==> config.mk <==
export PLATFORM = sky130hd
export DESIGN_NAME = cmbgo_sel
export DESIGN_NICKNAME = d
export VERILOG_FILES = /design/src/rtl/cmbgo_pkg.sv /design/src/rtl/cmbgo_sel.sv
export SDC_FILE = /design/constraint.sdc
export NUM_CORES = 1
export LEC_CHECK = 0
export BUFFER_PORTS_ARGS = -buffer_cell sky130_fd_sc_hd__buf_2
export CAP_MARGIN = 30
export CORE_UTILIZATION = 38
export CTS_CLUSTER_SIZE = 40
export DETAILED_ROUTE_END_ITERATION = 10
export PLACE_DENSITY = 0.8
export SLEW_MARGIN = 10
export SYNTH_ARGS = -nofsm -noshare
export SYNTH_HDL_FRONTEND = slang
export SYNTH_SLANG_ARGS = --single-unit
==> constraint.sdc <==
create_clock -name clk_i -period 3.6 [get_ports clk_i]
set_input_delay 0.54 -clock clk_i [delete_from_list [all_inputs] [get_ports clk_i]]
set_output_delay 0.54 -clock clk_i [all_outputs]
set_load 0.005 [all_outputs]
==> src/rtl/cmbgo_pkg.sv <==
// Shared types and constants for the gray-ordered color morphology block.
// Used by every module under rtl/ but cmbgo_store; depends on nothing.
package cmbgo_pkg;

  localparam int unsigned MAX_WIDTH_DEF   = 256;
  localparam int unsigned MAX_HEIGHT_DEF  = 256;
  localparam int unsigned WINDOW_SIZE_DEF = 3;

  // Number of shape-mask bits held by the register.
  localparam int unsigned MASK_BITS = 9;

  localparam int unsigned CFG_IDX_W  = 2;
  localparam int unsigned CFG_DATA_W = 9;

  // Register indexes on the configuration port.
  localparam logic [CFG_IDX_W-1:0] CFG_FRAME_WIDTH  = 2'd0;
  localparam logic [CFG_IDX_W-1:0] CFG_FRAME_HEIGHT = 2'd1;
  localparam logic [CFG_IDX_W-1:0] CFG_OPERATION    = 2'd2;
  localparam logic [CFG_IDX_W-1:0] CFG_SHAPE_MASK   = 2'd3;

  // Item action codes.
  localparam logic ACT_WRITE = 1'b0;
  localparam logic ACT_QUERY = 1'b1;

  // Operation codes.
  localparam logic OP_DILATE = 1'b0;
  localparam logic OP_ERODE  = 1'b1;

  typedef struct packed {
    logic       action;
    logic [7:0] col;
    logic [7:0] row;
    logic [7:0] gray_in;
    logic [7:0] red_in;
    logic [7:0] green_in;
    logic [7:0] blue_in;
  } in_beat_t;

  typedef struct packed {
    logic       valid_res;
    logic [7:0] gray_out;
    logic [7:0] red_out;
    logic [7:0] green_out;
    logic [7:0] blue_out;
    logic [7:0] src_col;
    logic [7:0] src_row;
  } out_beat_t;

  // Control from the sequencer to the compare unit.
  typedef struct packed {
    logic       load;   // take the candidate as the starting best
    logic       cmp;    // compare the candidate against the best
    logic       erode;  // keep the least gray instead of the greatest
    logic [7:0] col;
    logic [7:0] row;
  } sel_ctrl_t;

  typedef enum logic [1:0] {
    ST_IDLE,
    ST_SCAN,
    ST_DRAIN,
    ST_DONE
  } state_e;

endpackage

==> src/rtl/cmbgo_sel.sv <==
// Shared compare unit: keeps the best pixel seen so far in a window scan.
// Depends on cmbgo_pkg.
module cmbgo_sel (
  input  logic                 clk_i,
  input  cmbgo_pkg::sel_ctrl_t ctrl_i,
  input  logic [31:0]          word_i,
  output logic [31:0]          best_word_o,
  output logic [7:0]           best_col_o,
  output logic [7:0]           best_row_o
);

  import cmbgo_pkg::*;

  logic [31:0] best_word_q, best_word_d;
  logic [7:0]  best_col_q, best_col_d;
  logic [7:0]  best_row_q, best_row_d;
  logic [7:0]  cand_gray, best_gray;
  logic        better;

  assign cand_gray = word_i[31:24];
  assign best_gray = best_word_q[31:24];

  // strict compare, so ties keep the earlier pixel
  always_comb begin
    case (ctrl_i.erode)
      OP_ERODE: better = cand_gray < best_gray;
      default:  better = cand_gray > best_gray;
    endcase
  end

  always_comb begin
    best_word_d = best_word_q;
    best_col_d  = best_col_q;
    best_row_d  = best_row_q;
    if (ctrl_i.load || (ctrl_i.cmp && better)) begin
      best_word_d = word_i;
      best_col_d  = ctrl_i.col;
      best_row_d  = ctrl_i.row;
    end
  end

  always_ff @(posedge clk_i) begin
    best_word_q <= best_word_d;
    best_col_q  <= best_col_d;
    best_row_q  <= best_row_d;
  end

  assign best_word_o = best_word_q;
  assign best_col_o  = best_col_q;
  assign best_row_o  = best_row_q;

endmodule

# == After elaboration in Yosys (flattened, before gate mapping) ==
# Index checks and enable logic that the tools add are counted.
# totals
register_bits,48
latchBits,0
mem_bits_rw,0
romBits,0
elab_cells,8
mem_count,0
# op_classes
add_sub_neg,0
mul,0
div_mod_pow,0
magnitude_cmp,2
n_eq_ne,0
n_shift,0
mux,1
n_bitwise,0
n_reduce_logical,2
# op_table
operator,n
> comparator 8 bit,1
less-than comparator 8 bit,1
logical AND 1 bit,1
logical OR 1 bit,1
2-to-1 mux 1 bit,1

# == Logic depth before layout (Yosys ltp) ==
# Gate-level depths: netlist of run 1.
# depth
ltp_word,4
depth_mapped,7
ltp_nobuf,7

# == Least setup slack after synthesis of run 1 ==
# No wires, ideal clock.
# synth_timing
kind,input -> register
start,in word_i[25]
end,"reg best_col_q[0], in the netlist best_col_o[0], enable pin"
setup_ns,0.454
arrival_ns,3.313
required_ns,3.146
path_slack_ns,-0.167
cell_stages,5
n_path_buf,0
path_cell_list,ha_1 > nor2b_4 > o211ai_2 > a21oi_2 > o311ai_2
# synth_via
elab_chain_cells,4
word_cells_on_any_way,5
# synth_lines
element,line,text
"start, declared",cmbgo_sel.sv:6,"input logic [31:0] word_i,"
> comparator 8 bit or less-than comparator 8 bit (tied branches),"cmbgo_sel.sv:27, cmbgo_sel.sv:26",
2-to-1 mux 1 bit *,cmbgo_sel.sv:25,case (ctrl_i.erode)
logical AND 1 bit *,cmbgo_sel.sv:35,if (ctrl_i.load || (ctrl_i.cmp && better)) begin
logical OR 1 bit *,cmbgo_sel.sv:35,
"end signal, assigned",cmbgo_sel.sv:44,best_col_q <= best_col_d;
"end, declared",cmbgo_sel.sv:15,"logic [7:0] best_col_q, best_col_d;"
# Mark *: on every way between the ends. The rest lies on a longest branch, timed or not.
# A chain may end at the register's enable or synchronous reset.

# == Worst setup path in the final report of run 1 ==
# layout_timing
start,"reg best_word_q[25], in the netlist best_word_o[25]"
end,"reg best_row_q[3], in the netlist best_row_o[3], enable pin"
# layout_via
elab_chain_cells,4
word_cells_on_any_way,5
# layout_lines
element,line,text
"start, declared",cmbgo_sel.sv:14,"logic [31:0] best_word_q, best_word_d;"
"start signal, assigned",cmbgo_sel.sv:43,best_word_q <= best_word_d;
> comparator 8 bit or less-than comparator 8 bit (tied branches),"cmbgo_sel.sv:27, cmbgo_sel.sv:26",
2-to-1 mux 1 bit *,cmbgo_sel.sv:25,
logical AND 1 bit *,cmbgo_sel.sv:35,
logical OR 1 bit *,cmbgo_sel.sv:35,
"end signal, assigned",cmbgo_sel.sv:45,best_row_q <= best_row_d;
"end, declared",cmbgo_sel.sv:16,"logic [7:0] best_row_q, best_row_d;"
# Marked as above.

==> flow_summary.yaml, run 1 <==
sta:
  rsz0062_at_grt: "no"
  slew_violations: 0
  worst_slew_pin_slew_ps: 858
  setup_viol: 0
  tns_ps: 0
  fmax_mhz: 374
  finalHoldViolations: 0
  slew_headroom_pct: 42.6
  fin_crit_ps: 2680
  fin_crit_sh_pct: 74.3
  worst_clock_skew_ps: 6.68
placed_design:
  dp.cells: 230
  place_area_um2: 2260
  place_congestion: 0.788
  numPortBuffers: 99
  dp_hpwl_um: 2630
clock_tree:
  clkSinkCount: 48
  clkTransAtPathRegs_ps: 80
  cts_root_buf: "clkbuf_8"
  numCtsBuffers: 5
  insertion_delay_ps: 290
  cts_resized: 0
  cts_hold_buf: 0
  clk_path_buf_depth: 2
  cts-htree-levels: 2
  cts_tree: "built"
  cts_setup_buffers: 0
critical_path:
  cpMaxStageDelayCell: "o311ai_4"
  rr_worst_depth: 7
  crit_chain: "inv_1 -> ha_1 -> nor2b_4 -> o211ai_2 -> a21oi_2 -> o311ai_4 -> buf_4"
  endpoint_kind: "flip-flop"
  slowest_delay_ps: 760
  r2r_start: "best_word_o[25]$_DFFE_PP_"
  rrSetupSlack_ps: 920
  cp.required_ps: 3560
  critPathLaunch: "best_word_o[25]$_DFFE_PP_"
  critPathLaunchType: "flip-flop"
  path_max_fanout: 31
  arrival_ps: 2640
  cp-endpoint: "best_row_o[3]$_DFFE_PP_"
  critical_path_class: "flip-flop to flip-flop"
  rr_endpoint: "best_row_o[3]$_DFFE_PP_"
drt:
  top_layer: "met4"
  wl_per_cell_um: 14.1
  wl_met1_um: 1380
  dr.pass1.iters: 4
  wl_met3_um: 399
  first_iter_violations: 57
  totalWireLength_um: 3350
  via_per_inst: 4.52
  wl_met2_um: 1500
  drc: 0
  ant_nets: 0
  vias: 1071
die:
  ios: 100
  die_w_um: 68.6
  floorplan.initialDensity_pct: 40.7
  die-height_um: 68.6
  die-area_um2: 4710
  coreArea_um2: 4140
  num_rows: 23
power_and_ir_drop:
  power_mw: 1.11
  p_leak_nw: 1.06
  irDropWorstVdd_v: 0.000172
  powerDensity_nw_per_um2: 474
yosys:
  ys_warn_count: 0
  yosys-top-cells-count: "edfxtp_1 (48), inv_1 (9), ha_1 (8)"
  syn_nets: 140
  syn_inst: 80
  synth_top_area_share_pct: 85.5
  syn_area_per_cell_um2: 21.1
  yosys.area.top_type: "edfxtp_1"
  synth_edf_count: 48
  syn_area_um2: 1690
  synth_ff_type: "edfxtp_1"
  seq_area_frac_synth_pct: 85.5
  synthTopCellsByArea: "edfxtp_1 (85%), ha_1 (5.9%), inv_1 (2.0%), o211ai_2 (1.5%), o311ai_2 (0.96%)"
  ys_types: 12
  ys_ff_latch: 48
  yosysMostFrequentCell: "edfxtp_1"
  ys_async_sr_fraction_pct: 0
global_routing:
  grt_usage_pct: 14.2
  grt_pass1_wl_um: 4460
  grt_start_max_net_pins: 32
  antenna_found_initial: 0
  grt_pass1_vias: 919
  grt_remaining_overflow: 0
cells_and_area:
  fin_nets: 247
  drive_gt1_share_pct: 59.4
  design_area_um2: 2340
  final_util_pct: 56.5
  insertedDiodeCount: 0
  stdcell_count: 237
  syn2layout_area_growth_pct: 38.7
flow_run:
  maxCapViolCount: 0
hold_path:
  hold_class: "input pin to flip-flop"
outcome:
  status: "completed"
==> worst min-delay path by stage <==
stage / from / endpoint / slack [ps] / cells past startpoint
2_1_floorplan: ctrl_i[8] / best_col_o[0]$_DFFE_PP_ / 640 / 0
3_3_place_gp: word_i[18] / best_word_o[18]$_DFFE_PP_ / 720 / 1
3_5_place_dp: word_i[19] / best_word_o[19]$_DFFE_PP_ / 720 / 1
4_1_cts: word_i[9] / best_word_o[9]$_DFFE_PP_ / 400 / 1
5_1_grt: word_i[9] / best_word_o[9]$_DFFE_PP_ / 390 / 1
6_report: ctrl_i[6] / best_row_o[6]$_DFFE_PP_ / 410 / 1
==> power by group <==
group	internal [mW]	switching (mW)	leakage (nW)
combinational	0.0649	0.0679	0.537
clock	0.132	0.159	0.0410
sequential	0.673	0.0136	0.479
==> cell families (layout without fill, tap and decap cells) <==
group,after synthesis,after routing,synth area share [%]
flops,48,48,85.5
buf+inv,9,116,2.00
fa+ha+maj,8,8,5.93
compound gates,8,8,4.15
simple gates,7,7,2.45
==> per-stage QoR <==
step / hold slack [ps] / setup slack (ps)
finish: 413 / 924
detailed placement: 718 / 626
global placement: 716 / 677
global route: 393 / 743
CTS: 402 / 898
floorplan: 639 / 679
==> final cells by class <==
cell class | count | area, um2
Inverter | 9 | 33.8
Sequential cell | 48 | 1440
Timing Repair Buffer | 100 | 503
Clock inverter | 1 | 5.00
Tap cell | 50 | 62.6
Clock buffer | 6 | 72.6
Multi-Input combinational cell | 23 | 221
Fill cell | 340 | 1800
==> routing by layer <==
metal	vias up	GRT usage, %
met2	68	21.6
met3	6	4.93
met1	480	16.9
li1	517	-
met5	-	0
met4	0	9.38
==> placed cells by master, fill, tap and decap left out, drive strengths merged <==
master,Yosys,routed
nor2b,1,1
clkbuf,0,6
ha,8,8
nand4,2,2
buf,0,100
clkinv,0,1
inv,9,9
nor2,2,2
o311ai,1,1
a21oi,4,4
edfxtp,48,48
nand2,2,2
o21ai,1,1
o211ai,2,2
==> flip-flops by register name, summed over array words and instances, names as in the netlist <==
signal and cells:
best_row_o 8, best_col_o 8, best_word_o 32
==> critical path: cells and delay by family (launching register included) <==
kind / cells / cell delay (ps)
adder cells (fa/ha/maj): 1 / 230
flip-flops: 1 / 390
AND/OR/NAND/NOR: 1 / 130
AO/OA/AOI/OAI: 3 / 1010
buffers and inverters: 2 / 560
Power figures use the tool's default switching activity.
==> run 2, diff against run 1 <==
--- a/config.mk
+++ b/config.mk
@@ -7,10 +7,10 @@
 export LEC_CHECK = 0
 export BUFFER_PORTS_ARGS = -buffer_cell sky130_fd_sc_hd__buf_2
 export CAP_MARGIN = 30
-export CORE_UTILIZATION = 38
+export CORE_UTILIZATION = 40
 export CTS_CLUSTER_SIZE = 40
 export DETAILED_ROUTE_END_ITERATION = 10
-export PLACE_DENSITY = 0.8
+export PLACE_DENSITY = 0.81
 export SLEW_MARGIN = 10
 export SYNTH_ARGS = -nofsm -noshare
 export SYNTH_HDL_FRONTEND = slang
==> constraint.sdc (replaced) <==
create_clock -name clk_i -period 2.6 [get_ports clk_i]
set_input_delay 0.39 -clock clk_i [delete_from_list [all_inputs] [get_ports clk_i]]
set_output_delay 0.39 -clock clk_i [all_outputs]
set_load 0.005 [all_outputs]
==> run 2 against run 1 <==
Net effect: hold slack got worse by 150 ps; design area increased by 3.5%; cell count increased by 0.84%; register-to-register slack got worse by 710 ps; non-clock buffer count increased by 1; critical path type unchanged; clock skew about the same; core utilization increased by 3.7 points; largest power group unchanged; routed wire length increased by 2.8%; sequential power increased by 38%.
==> flow_summary.yaml, run 2 (synthesis gave the netlist of run 1 again) <==
outcome:
  status: "completed"
clock_tree:
  clkSinkCount: 48
  numCtsBuffers: 5
  cts_resized: 0
  cts-htree-levels: 2
  cts_root_buf: "clkbuf_8"
  insertion_delay_ps: 300
  clkTransAtPathRegs_ps: 80
  cts_hold_buf: 0
  clk_path_buf_depth: 2
  cts_setup_buffers: 0
  cts_tree: "built"
global_routing:
  grt_pass1_vias: 1008
  grt_pass1_wl_um: 4930
  grt_remaining_overflow: 0
  antenna_found_initial: 0
  grt_usage_pct: 16.1
  grt_start_max_net_pins: 18
die:
  die-height_um: 66.9
  floorplan.initialDensity_pct: 41.9
  coreArea_um2: 4030
  ios: 100
  num_rows: 23
  die-area_um2: 4480
  die_w_um: 66.9
cells_and_area:
  syn2layout_area_growth_pct: 43.6
  fin_nets: 248
  mostFrequentLayoutCell: "buf_2"
  drive_gt1_share_pct: 61.9
  largest_register_ffs: 32
  final_cell_mix: "buf_2 (99), edfxtp_1 (48), inv_1 (8), ha_1 (7), clkbuf_8 (5)"
  fillers: 328
  insertedDiodeCount: 0
  design_area_um2: 2420
power_and_ir_drop:
  p_leak_nw: 1.09
  powerDensity_nw_per_um2: 686
  irDropWorstVdd_v: 0.000323
  power_mw: 1.66
drt:
  ant_nets: 0
  wl_per_cell_um: 14.4
  drc: 0
  first_iter_violations: 106
  totalWireLength_um: 3450
  dr.pass1.iters: 4
  vias: 1072
  via_per_inst: 4.49
hold_path:
  hold_class: "input pin to flip-flop"
critical_path:
  cpLargestDelayFamily: "compound AO/OA/AOI/OAI gates"
  critical_path_class: "flip-flop to flip-flop"
  cp.required_ps: 2610
  crit_chain: "inv_2 -> ha_4 -> nor2b_4 -> o211ai_2 -> a21oi_2 -> o311ai_4 -> buf_12"
  cpMaxStageDelayCell: "o311ai_4"
  critPathBufInv: 2
  arrival_ps: 2400
  endpoint_kind: "flip-flop"
  slowest_delay_ps: 790
  critPathLaunchType: "flip-flop"
  path_max_fanout: 17
sta:
  tns_ps: 0
  fin_crit_sh_pct: 91.9
  finalHoldViolations: 0
  worst_clock_skew_ps: 6.48
  slew_headroom_pct: 35.4
  worst_slew_pin_slew_ps: 966
  fin_crit_ps: 2390
  fmax_mhz: 419
  setup_viol: 0
  slew_violations: 0
  rsz0062_at_grt: "no"
placed_design:
  place_area_um2: 2310
  place_congestion: 0.831
  dp_hpwl_um: 2790
  numPortBuffers: 99
flow_run:
  maxCapViolCount: 0
run 2: changes by cell type in the layout (fill, tap and decap cells not counted), sizes merged:
cell and delta:
bufinv +1, buf +1
run 2: stage by stage:
step           hold slack, ps  util, %  setup slack (ps)  std cells
3_3_place_gp              567     57.5               118        231
3_5_place_dp              569     57.5              94.4        231
5_1_grt                   249     60.1              90.4        239
6_report                  260     60.1               211        239
2_1_floorplan             489        -              -110         80
4_1_cts                   256     60.1               207        239
run 2: worst paths after layout:
| kind | startpoint | endpoint | slack [ps] | depth (start not counted) |
|---|---|---|---|---|
| hold reg to reg | best_word_o[31]$_DFFE_PP_ | best_word_o[27]$_DFFE_PP_ | 1310 | 5 |
| setup reg to reg | best_word_o[25]$_DFFE_PP_ | best_word_o[16]$_DFFE_PP_ | 210 | 7 |
| setup / recovery | best_word_o[25]$_DFFE_PP_ | best_word_o[16]$_DFFE_PP_ | 210 | 7 |
| hold / removal | ctrl_i[7] | best_row_o[7]$_DFFE_PP_ | 260 | 1 |
run 2: cell type report:
type,instances,area (um2),area share [%]
clock buffer,6,72.6,3.00
clock inverter,2,35.0,1.45
inverter,9,33.8,1.39
multi-input combinational,23,241,9.97
sequential,48,1440,59.5
tap,50,62.6,2.58
timing repair buffer,101,536,22.1
run 2: per-layer routing:
layer,vias up,track usage [%],share of wire [%]
li1,522,-,-
met5,-,0,0
met4,0,11.2,3.1
met2,63,25.8,48
met1,478,18.6,39
met3,9,4.45,10
run 2: power breakdown:
group	leakage (nW)	total [mW]	internal [mW]	switching, mW
combinational	0.552	0.204	0.103	0.101
sequential	0.479	0.950	0.931	0.0185
clock	0.0552	0.509	0.285	0.224
total	1.09	1.66	1.32	0.344
