$ cat src/rtl/cmbgo_pkg.sv
// Shared types and constants for the gray-ordered color morphology block.
// Used by every module under rtl/ but cmbgo_store; depends on nothing.
package cmbgo_pkg;

  localparam int unsigned MAX_WIDTH_DEF   = 256;
  localparam int unsigned MAX_HEIGHT_DEF  = 256;
  localparam int unsigned WINDOW_SIZE_DEF = 3;

  // Number of shape-mask bits held by the register.
  localparam int unsigned MASK_BITS = 9;

  localparam int unsigned CFG_IDX_W  = 2;
  localparam int unsigned CFG_DATA_W = 9;

  // Register indexes on the configuration port.
  localparam logic [CFG_IDX_W-1:0] CFG_FRAME_WIDTH  = 2'd0;
  localparam logic [CFG_IDX_W-1:0] CFG_FRAME_HEIGHT = 2'd1;
  localparam logic [CFG_IDX_W-1:0] CFG_OPERATION    = 2'd2;
  localparam logic [CFG_IDX_W-1:0] CFG_SHAPE_MASK   = 2'd3;

  // Item action codes.
  localparam logic ACT_WRITE = 1'b0;
  localparam logic ACT_QUERY = 1'b1;

  // Operation codes.
  localparam logic OP_DILATE = 1'b0;
  localparam logic OP_ERODE  = 1'b1;

  typedef struct packed {
    logic       action;
    logic [7:0] col;
    logic [7:0] row;
    logic [7:0] gray_in;
    logic [7:0] red_in;
    logic [7:0] green_in;
    logic [7:0] blue_in;
  } in_beat_t;

  typedef struct packed {
    logic       valid_res;
    logic [7:0] gray_out;
    logic [7:0] red_out;
    logic [7:0] green_out;
    logic [7:0] blue_out;
    logic [7:0] src_col;
    logic [7:0] src_row;
  } out_beat_t;

  // Control from the sequencer to the compare unit.
  typedef struct packed {
    logic       load;   // take the candidate as the starting best
    logic       cmp;    // compare the candidate against the best
    logic       erode;  // keep the least gray instead of the greatest
    logic [7:0] col;
    logic [7:0] row;
  } sel_ctrl_t;

  typedef enum logic [1:0] {
    ST_IDLE,
    ST_SCAN,
    ST_DRAIN,
    ST_DONE
  } state_e;

endpackage

$ cat src/rtl/cmbgo_ctrl.sv
// Sequencer: configuration registers, window walk, store addressing and
// control of the compare unit. Depends on cmbgo_pkg.
module cmbgo_ctrl #(
  parameter int unsigned MaxWidth   = cmbgo_pkg::MAX_WIDTH_DEF,
  parameter int unsigned MaxHeight  = cmbgo_pkg::MAX_HEIGHT_DEF,
  parameter int unsigned WindowSize = cmbgo_pkg::WINDOW_SIZE_DEF,
  parameter int unsigned AddrW      = 16
) (
  input  logic                                 clk_i,
  input  logic                                 rst_ni,
  input  logic                                 cfg_we_i,
  input  logic [cmbgo_pkg::CFG_IDX_W-1:0]      cfg_idx_i,
  input  logic [cmbgo_pkg::CFG_DATA_W-1:0]     cfg_data_i,
  input  logic                                 in_valid_i,
  output logic                                 in_ready_o,
  input  cmbgo_pkg::in_beat_t                  in_data_i,
  input  logic                                 out_free_i,
  output logic                                 mem_we_o,
  output logic                                 mem_re_o,
  output logic [AddrW-1:0]                     mem_addr_o,
  output logic [31:0]                          mem_wdata_o,
  output cmbgo_pkg::sel_ctrl_t                 sel_ctrl_o,
  output logic                                 done_o,
  output logic                                 inval_o
);

  import cmbgo_pkg::*;

  localparam int unsigned Radius = WindowSize / 2;
  localparam int unsigned CntW   = WindowSize > 1 ? $clog2(WindowSize) : 1;
  localparam int unsigned PosN   = WindowSize * WindowSize;
  localparam int unsigned PosW   = PosN > 1 ? $clog2(PosN) : 1;
  localparam int unsigned IdxW   = PosW > 4 ? PosW : 4;
  localparam logic [CntW-1:0] CntLast = CntW'(WindowSize - 1);

  state_e state_q, state_d;

  logic [8:0]          fw_q, fh_q;
  logic                op_q;
  logic [MASK_BITS-1:0] mask_q;

  logic [7:0]      col_q, col_d, row_q, row_d;
  logic [CntW-1:0] xi_q, xi_d, yj_q, yj_d;
  logic [IdxW-1:0] pos_q, pos_d;
  logic            inval_q, inval_d;
  logic            pend_q, pend_d, init_q, init_d;
  logic [7:0]      pcol_q, pcol_d, prow_q, prow_d;

  logic [8:0]        fw_eff, fh_eff;
  logic              accept, q_outside, last_pos, pos_ok, mask_bit;
  logic signed [9:0] px_s, py_s;
  logic [8:0]        ax, ay;

  // Configuration registers
  always_ff @(posedge clk_i or negedge rst_ni) begin
    if (!rst_ni) begin
      fw_q   <= 9'd256;
      fh_q   <= 9'd256;
      op_q   <= OP_DILATE;
      mask_q <= '1;
    end else if (cfg_we_i) begin
      unique case (cfg_idx_i)
        CFG_FRAME_WIDTH:  fw_q   <= cfg_data_i;
        CFG_FRAME_HEIGHT: fh_q   <= cfg_data_i;
        CFG_OPERATION:    op_q   <= cfg_data_i[0];
        CFG_SHAPE_MASK:   mask_q <= cfg_data_i[MASK_BITS-1:0];
        default: ;
      endcase
    end
  end

  // Saturate frame size to the store geometry
  assign fw_eff = (32'(fw_q) > MaxWidth)  ? 9'(MaxWidth)  : fw_q;
  assign fh_eff = (32'(fh_q) > MaxHeight) ? 9'(MaxHeight) : fh_q;

  assign accept    = in_valid_i && (state_q == ST_IDLE);
  assign q_outside = ({1'b0, in_data_i.col} >= fw_eff) || ({1'b0, in_data_i.row} >= fh_eff);
  assign last_pos  = (xi_q == CntLast) && (yj_q == CntLast);

  // Window position relative to the centre
  assign px_s = $signed({2'b00, col_q}) + $signed(10'(xi_q)) - $signed(10'(Radius));
  assign py_s = $signed({2'b00, row_q}) + $signed(10'(yj_q)) - $signed(10'(Radius));

  assign mask_bit = (32'(pos_q) < MASK_BITS) ? mask_q[pos_q[3:0]] : 1'b0;
  assign pos_ok   = (px_s >= 10'sd0) && (px_s < $signed({1'b0, fw_eff}))
                 && (py_s >= 10'sd0) && (py_s < $signed({1'b0, fh_eff}))
                 && mask_bit;

  // Next state
  always_comb begin
    state_d = state_q;
    unique case (state_q)
      ST_IDLE: begin
        if (accept && in_data_i.action == ACT_QUERY) begin
          state_d = q_outside ? ST_DONE : ST_SCAN;
        end
      end
      ST_SCAN: begin
        if (last_pos) begin
          state_d = ST_DRAIN;
        end
      end
      ST_DRAIN: state_d = ST_DONE;
      ST_DONE: begin
        if (out_free_i) begin
          state_d = ST_IDLE;
        end
      end
      default: state_d = ST_IDLE;
    endcase
  end

  // Outputs and datapath registers
  always_comb begin
    col_d    = col_q;
    row_d    = row_q;
    xi_d     = xi_q;
    yj_d     = yj_q;
    pos_d    = pos_q;
    inval_d  = inval_q;
    pend_d   = 1'b0;
    init_d   = 1'b0;
    ax       = {1'b0, in_data_i.col};
    ay       = {1'b0, in_data_i.row};
    mem_we_o = 1'b0;
    mem_re_o = 1'b0;
    done_o   = 1'b0;
    in_ready_o = 1'b0;
    unique case (state_q)
      ST_IDLE: begin
        in_ready_o = 1'b1;
        if (accept) begin
          if (in_data_i.action == ACT_WRITE) begin
            mem_we_o = (32'(in_data_i.col) < MaxWidth) && (32'(in_data_i.row) < MaxHeight);
          end else begin
            // issue the centre read right away; it seeds the best pixel
            col_d    = in_data_i.col;
            row_d    = in_data_i.row;
            xi_d     = '0;
            yj_d     = '0;
            pos_d    = '0;
            inval_d  = q_outside;
            mem_re_o = !q_outside;
            pend_d   = !q_outside;
            init_d   = 1'b1;
          end
        end
      end
      ST_SCAN: begin
        ax       = px_s[8:0];
        ay       = py_s[8:0];
        mem_re_o = pos_ok;
        pend_d   = pos_ok;
        pos_d    = pos_q + 1'b1;
        if (yj_q == CntLast) begin
          yj_d = '0;
          xi_d = xi_q + 1'b1;
        end else begin
          yj_d = yj_q + 1'b1;
        end
      end
      ST_DRAIN: ;
      ST_DONE: done_o = out_free_i;
      default: ;
    endcase
  end

  assign pcol_d = ax[7:0];
  assign prow_d = ay[7:0];

  always_ff @(posedge clk_i or negedge rst_ni) begin
    if (!rst_ni) begin
      state_q <= ST_IDLE;
      pend_q  <= 1'b0;
      init_q  <= 1'b0;
      inval_q <= 1'b0;
    end else begin
      state_q <= state_d;
      pend_q  <= pend_d;
      init_q  <= init_d;
      inval_q <= inval_d;
    end
  end

  always_ff @(posedge clk_i) begin
    col_q  <= col_d;
    row_q  <= row_d;
    xi_q   <= xi_d;
    yj_q   <= yj_d;
    pos_q  <= pos_d;
    pcol_q <= pcol_d;
    prow_q <= prow_d;
  end

  assign mem_addr_o  = AddrW'(AddrW'(ay) * AddrW'(MaxWidth) + AddrW'(ax));
  assign mem_wdata_o = {in_data_i.gray_in, in_data_i.red_in,
                        in_data_i.green_in, in_data_i.blue_in};

  // Compare the word read in the previous cycle
  assign sel_ctrl_o.load  = pend_q && init_q;
  assign sel_ctrl_o.cmp   = pend_q && !init_q;
  assign sel_ctrl_o.erode = op_q;
  assign sel_ctrl_o.col   = pcol_q;
  assign sel_ctrl_o.row   = prow_q;

  assign inval_o = inval_q;

  a_done_free: assert property (@(posedge clk_i) disable iff (!rst_ni)
    done_o |-> out_free_i && state_q == ST_DONE)
    else $error("result issued while output stage busy");

  a_no_rw: assert property (@(posedge clk_i) disable iff (!rst_ni)
    !(mem_we_o && mem_re_o))
    else $error("store read and write in one cycle");

  a_scan_seeded: assert property (@(posedge clk_i) disable iff (!rst_ni)
    state_q == ST_SCAN && $past(state_q) == ST_IDLE |-> pend_q && init_q)
    else $error("window scan started without centre read");

  a_drain_done: assert property (@(posedge clk_i) disable iff (!rst_ni)
    state_q == ST_DRAIN |=> state_q == ST_DONE && !pend_q)
    else $error("drain did not settle the compare unit");

endmodule

$ cat config.mk
export PLATFORM = sky130hd
export DESIGN_NAME = cmbgo_ctrl
export DESIGN_NICKNAME = d
export VERILOG_FILES = /design/src/rtl/cmbgo_pkg.sv /design/src/rtl/cmbgo_ctrl.sv
export SDC_FILE = /design/constraint.sdc
export NUM_CORES = 1
export LEC_CHECK = 0
export ABC_AREA = 1
export BUFFER_PORTS_ARGS = -buffer_cell sky130_fd_sc_hd__buf_2
export CORE_ASPECT_RATIO = 0.5
export CORE_UTILIZATION = 30
export CTS_CLUSTER_DIAMETER = 100
export DETAILED_ROUTE_END_ITERATION = 10
export SLEW_MARGIN = 20
export SYNTH_ARGS = -nofsm -noshare
export SYNTH_HDL_FRONTEND = slang
export SYNTH_SLANG_ARGS = --single-unit
$ cat constraint.sdc
create_clock -name clk_i -period 3.2 [get_ports clk_i]
set_clock_uncertainty 0.2 [all_clocks]
set_input_delay 0.16 -clock clk_i [delete_from_list [all_inputs] [get_ports clk_i]]
set_output_delay 0.16 -clock clk_i [all_outputs]
set_load 0.05 [all_outputs]
## After elaboration in Yosys (flattened, before gate mapping)

Index checks and enable logic that the tools add are counted.

| storage, ports and cells | value |
|---|---|
| word-level logic and storage cells | 102 |
| flip-flop bits (word level) | 73 |

| operators by class | value |
|---|---|
| order comparisons | 10 |
| equality and inequality tests | 14 |
| reduce and logical (&&, ||, !) cells | 23 |
| add/sub/neg operators | 8 |
| multiplexer cells | 32 |

Operators by type and width:

| cell | number |
|---|---|
| $mux W9 | 3 |
| $ge A10 B1 Y1 const B | 2 |
| $lt A10 B10 Y1 | 2 |
| $sub A9 B1 Y10 const B | 2 |
| $add A8 B2 Y9 | 2 |
| $ge A8 B9 Y1 | 2 |
| $gt A9 B9 Y1 const B | 2 |
| $add A16 B9 Y16 | 1 |
| $mux W2 | 8 |
| $eq A2 B2 Y1 const B | 6 |
| $mux W1 | 12 |
| $ne A2 B2 Y1 const B | 5 |
| $logic_and A1 B1 Y1 | 9 |
| $reduce_and A3 Y1 | 3 |
| $mux W4 | 2 |
| $mux W8 | 1 |
| $pmux W2 S2 | 2 |
| $pmux W2 S4 | 1 |
| $pmux W4 S2 | 1 |
| $reduce_and A2 Y1 | 4 |
| $lt A4 B5 Y1 const B | 1 |
| $add A2 B1 Y2 const B | 2 |
| $add A4 B1 Y4 const B | 1 |
| $bmux W1 S4 | 1 |
| 9 further kinds | 12 |

## Depth between registers and ports, before layout

| logic depth | value |
|---|---|
| depth in word-level cells | 8 |
| mapped depth | 23 |
| gate-level depth less buffers | 23 |

## Worst setup path after synthesis

Ideal clock, no wire load.

| path | value |
|---|---|
| kind | reg-to-output |
| from | reg xi_q[1] |
| to | out mem_addr_o[14] |
| stages on the path, launching flop included | 17 |
| arrival | 2997 ps |
| path slack | -157 ps |
| cell sequence | edfxtp_1 -> inv_1 -> ha_1 -> inv_1 -> ha_1 -> nand3_1 -> nand2_1 -> nand4_1 -> o211ai_1 -> xor2_1 -> nor2_1 -> ha_1 -> ha_1 -> inv_1 -> nor3_2 -> nand3_1 -> xnor2_1 |

| on the way | value |
|---|---|
| longest elaborated chain between the ends | 4 |

Ends and longest elaborated chain:

| item | line | RTL |
|---|---|---|
| start, declared | cmbgo_ctrl.sv:43 | `logic [CntW-1:0] xi_q, xi_d, yj_q, yj_d;` |
| start signal, assigned | cmbgo_ctrl.sv:188 | `xi_q <= xi_d;` |
| $add A8 B2 Y9 | cmbgo_ctrl.sv:81 | `assign px_s = $signed({2'b00, col_q}) + $signed(10'(xi_q)) - $signed(10'(Radius));` |
| $sub A9 B1 Y10 | cmbgo_ctrl.sv:81 |  |
| $mux W9 | cmbgo_ctrl.sv:129 | `unique case (state_q)` |
| $add A16 B9 Y16 | cmbgo_ctrl.sv:195 | `assign mem_addr_o = AddrW'(AddrW'(ay) * AddrW'(MaxWidth) + AddrW'(ax));` |
| end, declared | cmbgo_ctrl.sv:20 | `output logic [AddrW-1:0] mem_addr_o,` |

Every way passes these cells.

## Worst setup path after layout

| path | value |
|---|---|
| from | reg col_q[1] |
| to | out mem_re_o |

| on the way | value |
|---|---|
| longest elaborated chain between the ends | 8 |
| elaborated cells between the ends (all ways) | 9 |
| classes of those cells | add/sub (2); order compare (2); mux (1); reduce/logical (4) |

Ends and longest elaborated chain:

| item | line | RTL |
|---|---|---|
| start, declared | cmbgo_ctrl.sv:42 | `logic [7:0] col_q, col_d, row_q, row_d;` |
| start signal, assigned | cmbgo_ctrl.sv:186 | `col_q <= col_d;` |
| $add A8 B2 Y9 * | cmbgo_ctrl.sv:81 |  |
| $sub A9 B1 Y10 * | cmbgo_ctrl.sv:81 |  |
| $ge A10 B1 Y1 or $lt A10 B10 Y1 (tied branches) | cmbgo_ctrl.sv:85 | `assign pos_ok = (px_s >= 10'sd0) && (px_s < $signed({1'b0, fw_eff}))` |
| $logic_and A1 B1 Y1 * | cmbgo_ctrl.sv:85 |  |
| $logic_and A1 B1 Y1 * (2 in a row) | cmbgo_ctrl.sv:86 | `&& (py_s >= 10'sd0) && (py_s < $signed({1'b0, fh_eff}))` |
| $logic_and A1 B1 Y1 * | cmbgo_ctrl.sv:87 | `&& mask_bit;` |
| $pmux W1 S2 * | cmbgo_ctrl.sv:129 |  |
| end, declared | cmbgo_ctrl.sv:19 | `output logic mem_re_o,` |

Mark *: on every way between the ends. The rest lies on a longest branch, timed or not.

==> out/qor.txt <==
Yosys top cell by area -> ha_1
Antenna Nets Post-Route -> 0
Fin nets -> 843
CTS Sinks -> 73
Die ar. -> 17000 sq um
Die W -> 184 microns
Vias per inst -> 4.47
Clock-pin slew on the worst setup and hold paths -> 0.06 ns
CP Max Fanout -> 3
Max-cap violations -> 0
Final Worst Setup Slack -> -0.527 ns
Vias in the first global route -> 4071
Total congestion overflow -> 0
Post-synth EDFFs -> 24
Post-synthesis sequential area ratio -> 0.381
Top Usage Layer GRT -> met2
Initial Util -> 0.314
Worst setup EP type -> output port
First-pass GRT wire length -> 19.2 mm
Share of layout cells above drive strength 1 -> 0.248
Final Util -> 0.411
CTS H-Tree Depth -> 3
Warnings, synthesis -> 0
Multi-input combinational cell area -> 2590 sq um
Ys flop type -> edfxtp_1
RD Place Congestion -> 0.815
Cells after synthesis -> 599
# IOs -> 137
Global routing usage on met2 -> 0.246
Via count -> 4190
DR pass1 iterations -> 4
Violated checks -> setup timing
Die Span Y -> 92.8 microns
Filler Cell Count -> 1594
Clk root buf -> clkbuf_16
Worst-path cell chain -> inv_1, ha_4, inv_4, ha_4, inv_2, fa_2, o21ai_4, a31oi_1, xor2_1, ha_1, a21oi_2, o211ai_1, nor2_1, nand2_1, nor2_1, nand4_1, nand2_2, buf_8
GRT met3 Usage -> 0.0330
PortBufs -> 72
Peak VDD IR -> 0.543 mV
Final period utilization -> 1.16
Max Slew Vio Count -> 0
Diode count -> 0
Initial antenna violation count -> 0
Most frequent cell after synthesis -> nand2_1
Synth Cell Area -> 4940 sq um
CP max-delay cell -> fa_2
Area Growth Syn to Fin -> 30.9%
Number of DRC markers in iteration 0 -> 158
Clock latency on the worst-skew pair -> 0.35 ns
CTS tree -> built
FF+latch count, synth -> 73
Max transition margin -> 0.500
Status -> finished with violations
Final setup violation count -> 7
Synthesized net count -> 730
Unrepaired setup endpoints after global routing -> true
Clock buffer depth -> 2
Setup CP Type -> register to output port
Pre-CTS setup slack -> -0.319 ns
Slowest stage delay, CP -> 0.42 ns
Critical Path Start Type -> register
Core area -> 15700 sq um
Hold WC Path Type -> input pin to register
DRC -> 0
Worst endpoint data arrival time -> 3.37 ns
Most frequent cells after synthesis -> 139 x nand2_1, 88 x inv_1, 64 x ha_1, 44 x nor2_1, 41 x o21ai_0
Drt total wl -> 12.0 mm
WL/cell -> 12.8 microns
Critical path required time -> 2.84 ns
Sequential standard cell area -> 1880 sq um
Final worst path period need -> 3.73 ns
Ys async rst share -> 0.452
Mean Syn Cell Area -> 8.25 sq um
Distinct cells, synth -> 39
Met1 Resource Use GR -> 0.183
Fmax -> 268 MHz
Top-area cell type share of the netlist area -> 0.162
Num CTS Buffers -> 9
GRT Total Usage -> 0.146
Count of final hold-check violations -> 0
Pwr/cell area -> 930 nW/um^2
Dpl hpwl -> 8.79 mm
Top cells by area, synth -> ha_1 16%, edfxtp_1 15%, dfrtp_1 11%, nand2_1 11%, inv_1 6.7%
P_leak -> 3.19 nW
Measured slew at the worst slew-check pin -> 0.750 ns
# rows -> 32
Pin count of the biggest net entering global routing -> 34
==> cells in the final DEF, fill, tap and decap left out, types with 8 or more instances in the layout <==
| master | instances |
|---|---|
| dfxtp_1 | 16 |
| a21oi_1 | 25 |
| ha_1 | 58 |
| clkbuf_16 | 11 |
| edfxtp_1 | 24 |
| nand3_1 | 15 |
| buf_4 | 39 |
| dlygate4sd3_1 | 31 |
| nand4_1 | 8 |
| dfrtp_1 | 22 |
| xor2_1 | 9 |
| inv_1 | 82 |
| nor2_1 | 41 |
| dfstp_2 | 11 |
| o21ai_0 | 41 |
| nand2_1 | 136 |
| buf_2 | 63 |
==> area by class of cell <==
class | instances | area share
Tap cell | 221 | 0.0428
Clock inverter | 3 | 0.00619
Clock buffer | 13 | 0.0468
Multi-Input combinational cell | 396 | 0.400
Inverter | 89 | 0.0532
Sequential cell | 73 | 0.291
Timing Repair Buffer | 143 | 0.160
==> logic make-up (layout without fill, tap and decap cells) <==
| family | after synthesis | after routing | share of synthesized area |
|---|---|---|---|
| flops | 73 | 73 | 0.381 |
| buf+inv | 130 | 248 | 0.126 |
| compound gates | 91 | 91 | 0.108 |
| fa+ha+maj | 66 | 66 | 0.170 |
| simple gates | 225 | 225 | 0.190 |
| xor+xnor | 14 | 14 | 0.0248 |
==> metrics by stage <==
stage	hold WS (ns)	power [mW]	instance area (sq um)	setup TNS (ns)	cells
6_report	0.114	6.01	6470	-1.65	938
3_5_place_dp	0.0709	4.53	5540	-0.533	883
4_1_cts	0.0939	5.95	6380	-1.89	935
3_3_place_gp	0.0657	4.48	5540	-0.408	883
5_1_grt	0.120	6.43	6470	-3.08	938
2_1_floorplan	-0.336	3.79	4950	0	599
==> path summary, 6_finish.rpt <==
| path | start | endpoint | depth (start not counted) | slack (ns) |
|---|---|---|---|---|
| max reg2reg | col_q[1]$_DFFE_PP_ | pend_q$_DFF_PN0_ | 17 | 0.06 |
| max in group asynchronous | rst_ni | inval_o$_DFFE_PN0P_ | 2 | 2.10 |
| min | out_free_i | state_q[0]$_DFFE_PN0P_ | 4 | 0.11 |
| min reg2reg | mask_q[3]$_DFFE_PN1P_ | mask_q[3]$_DFFE_PN1P_ | 2 | 0.29 |
| max | col_q[1]$_DFFE_PP_ | mem_re_o | 18 | -0.53 |
| min in group asynchronous | rst_ni | fw_q[6]$_DFFE_PN0P_ | 2 | 0.22 |
==> report_power, final <==
| group | internal [mW] | switching [mW] |
|---|---|---|
| Sequential | 1.28 | 0.144 |
| Clock | 0.740 | 0.428 |
| Combinational | 1.19 | 2.23 |
==> flip-flops by register name, summed over array words and instances, names as in the netlist <==
register	cells
xi_q	2
row_q	8
mask_q	9
pcol_q	8
inval_o	1
fh_q	9
prow_q	8
pos_q	4
init_q	1
pend_q	1
state_q	2
col_q	8
op_q	1
fw_q	9
yj_q	2
==> critical path: cells and delay by family (launching register included) <==
family,cells,cell delay [ns]
DFF,1,0.36
buffers and inverters,4,0.36
AOI/OAI and AO/OA,4,0.50
adders and majority gates,4,1.11
and+or+nand+nor,5,0.52
xor gates and xnor gates,1,0.19
==> what timing repair did <==
action	CTS	global route
setup buffers	5	4
endpoints found under the setup margin	9	11
hold buffers	31	0
pin swaps	12	17
gates resized for setup	39	18
hold endpoints to repair	78	0
==> layer usage <==
layer  vias up  wire length (microns)  part of all wire
met5         -                      0                 0
met4         0                    207             0.017
met3        34                    523             0.044
met2        84                   5440              0.45
met1      1928                   5790              0.48
li1       2144                      -                 -
Note: power is estimated with default switching activity, not from simulation.
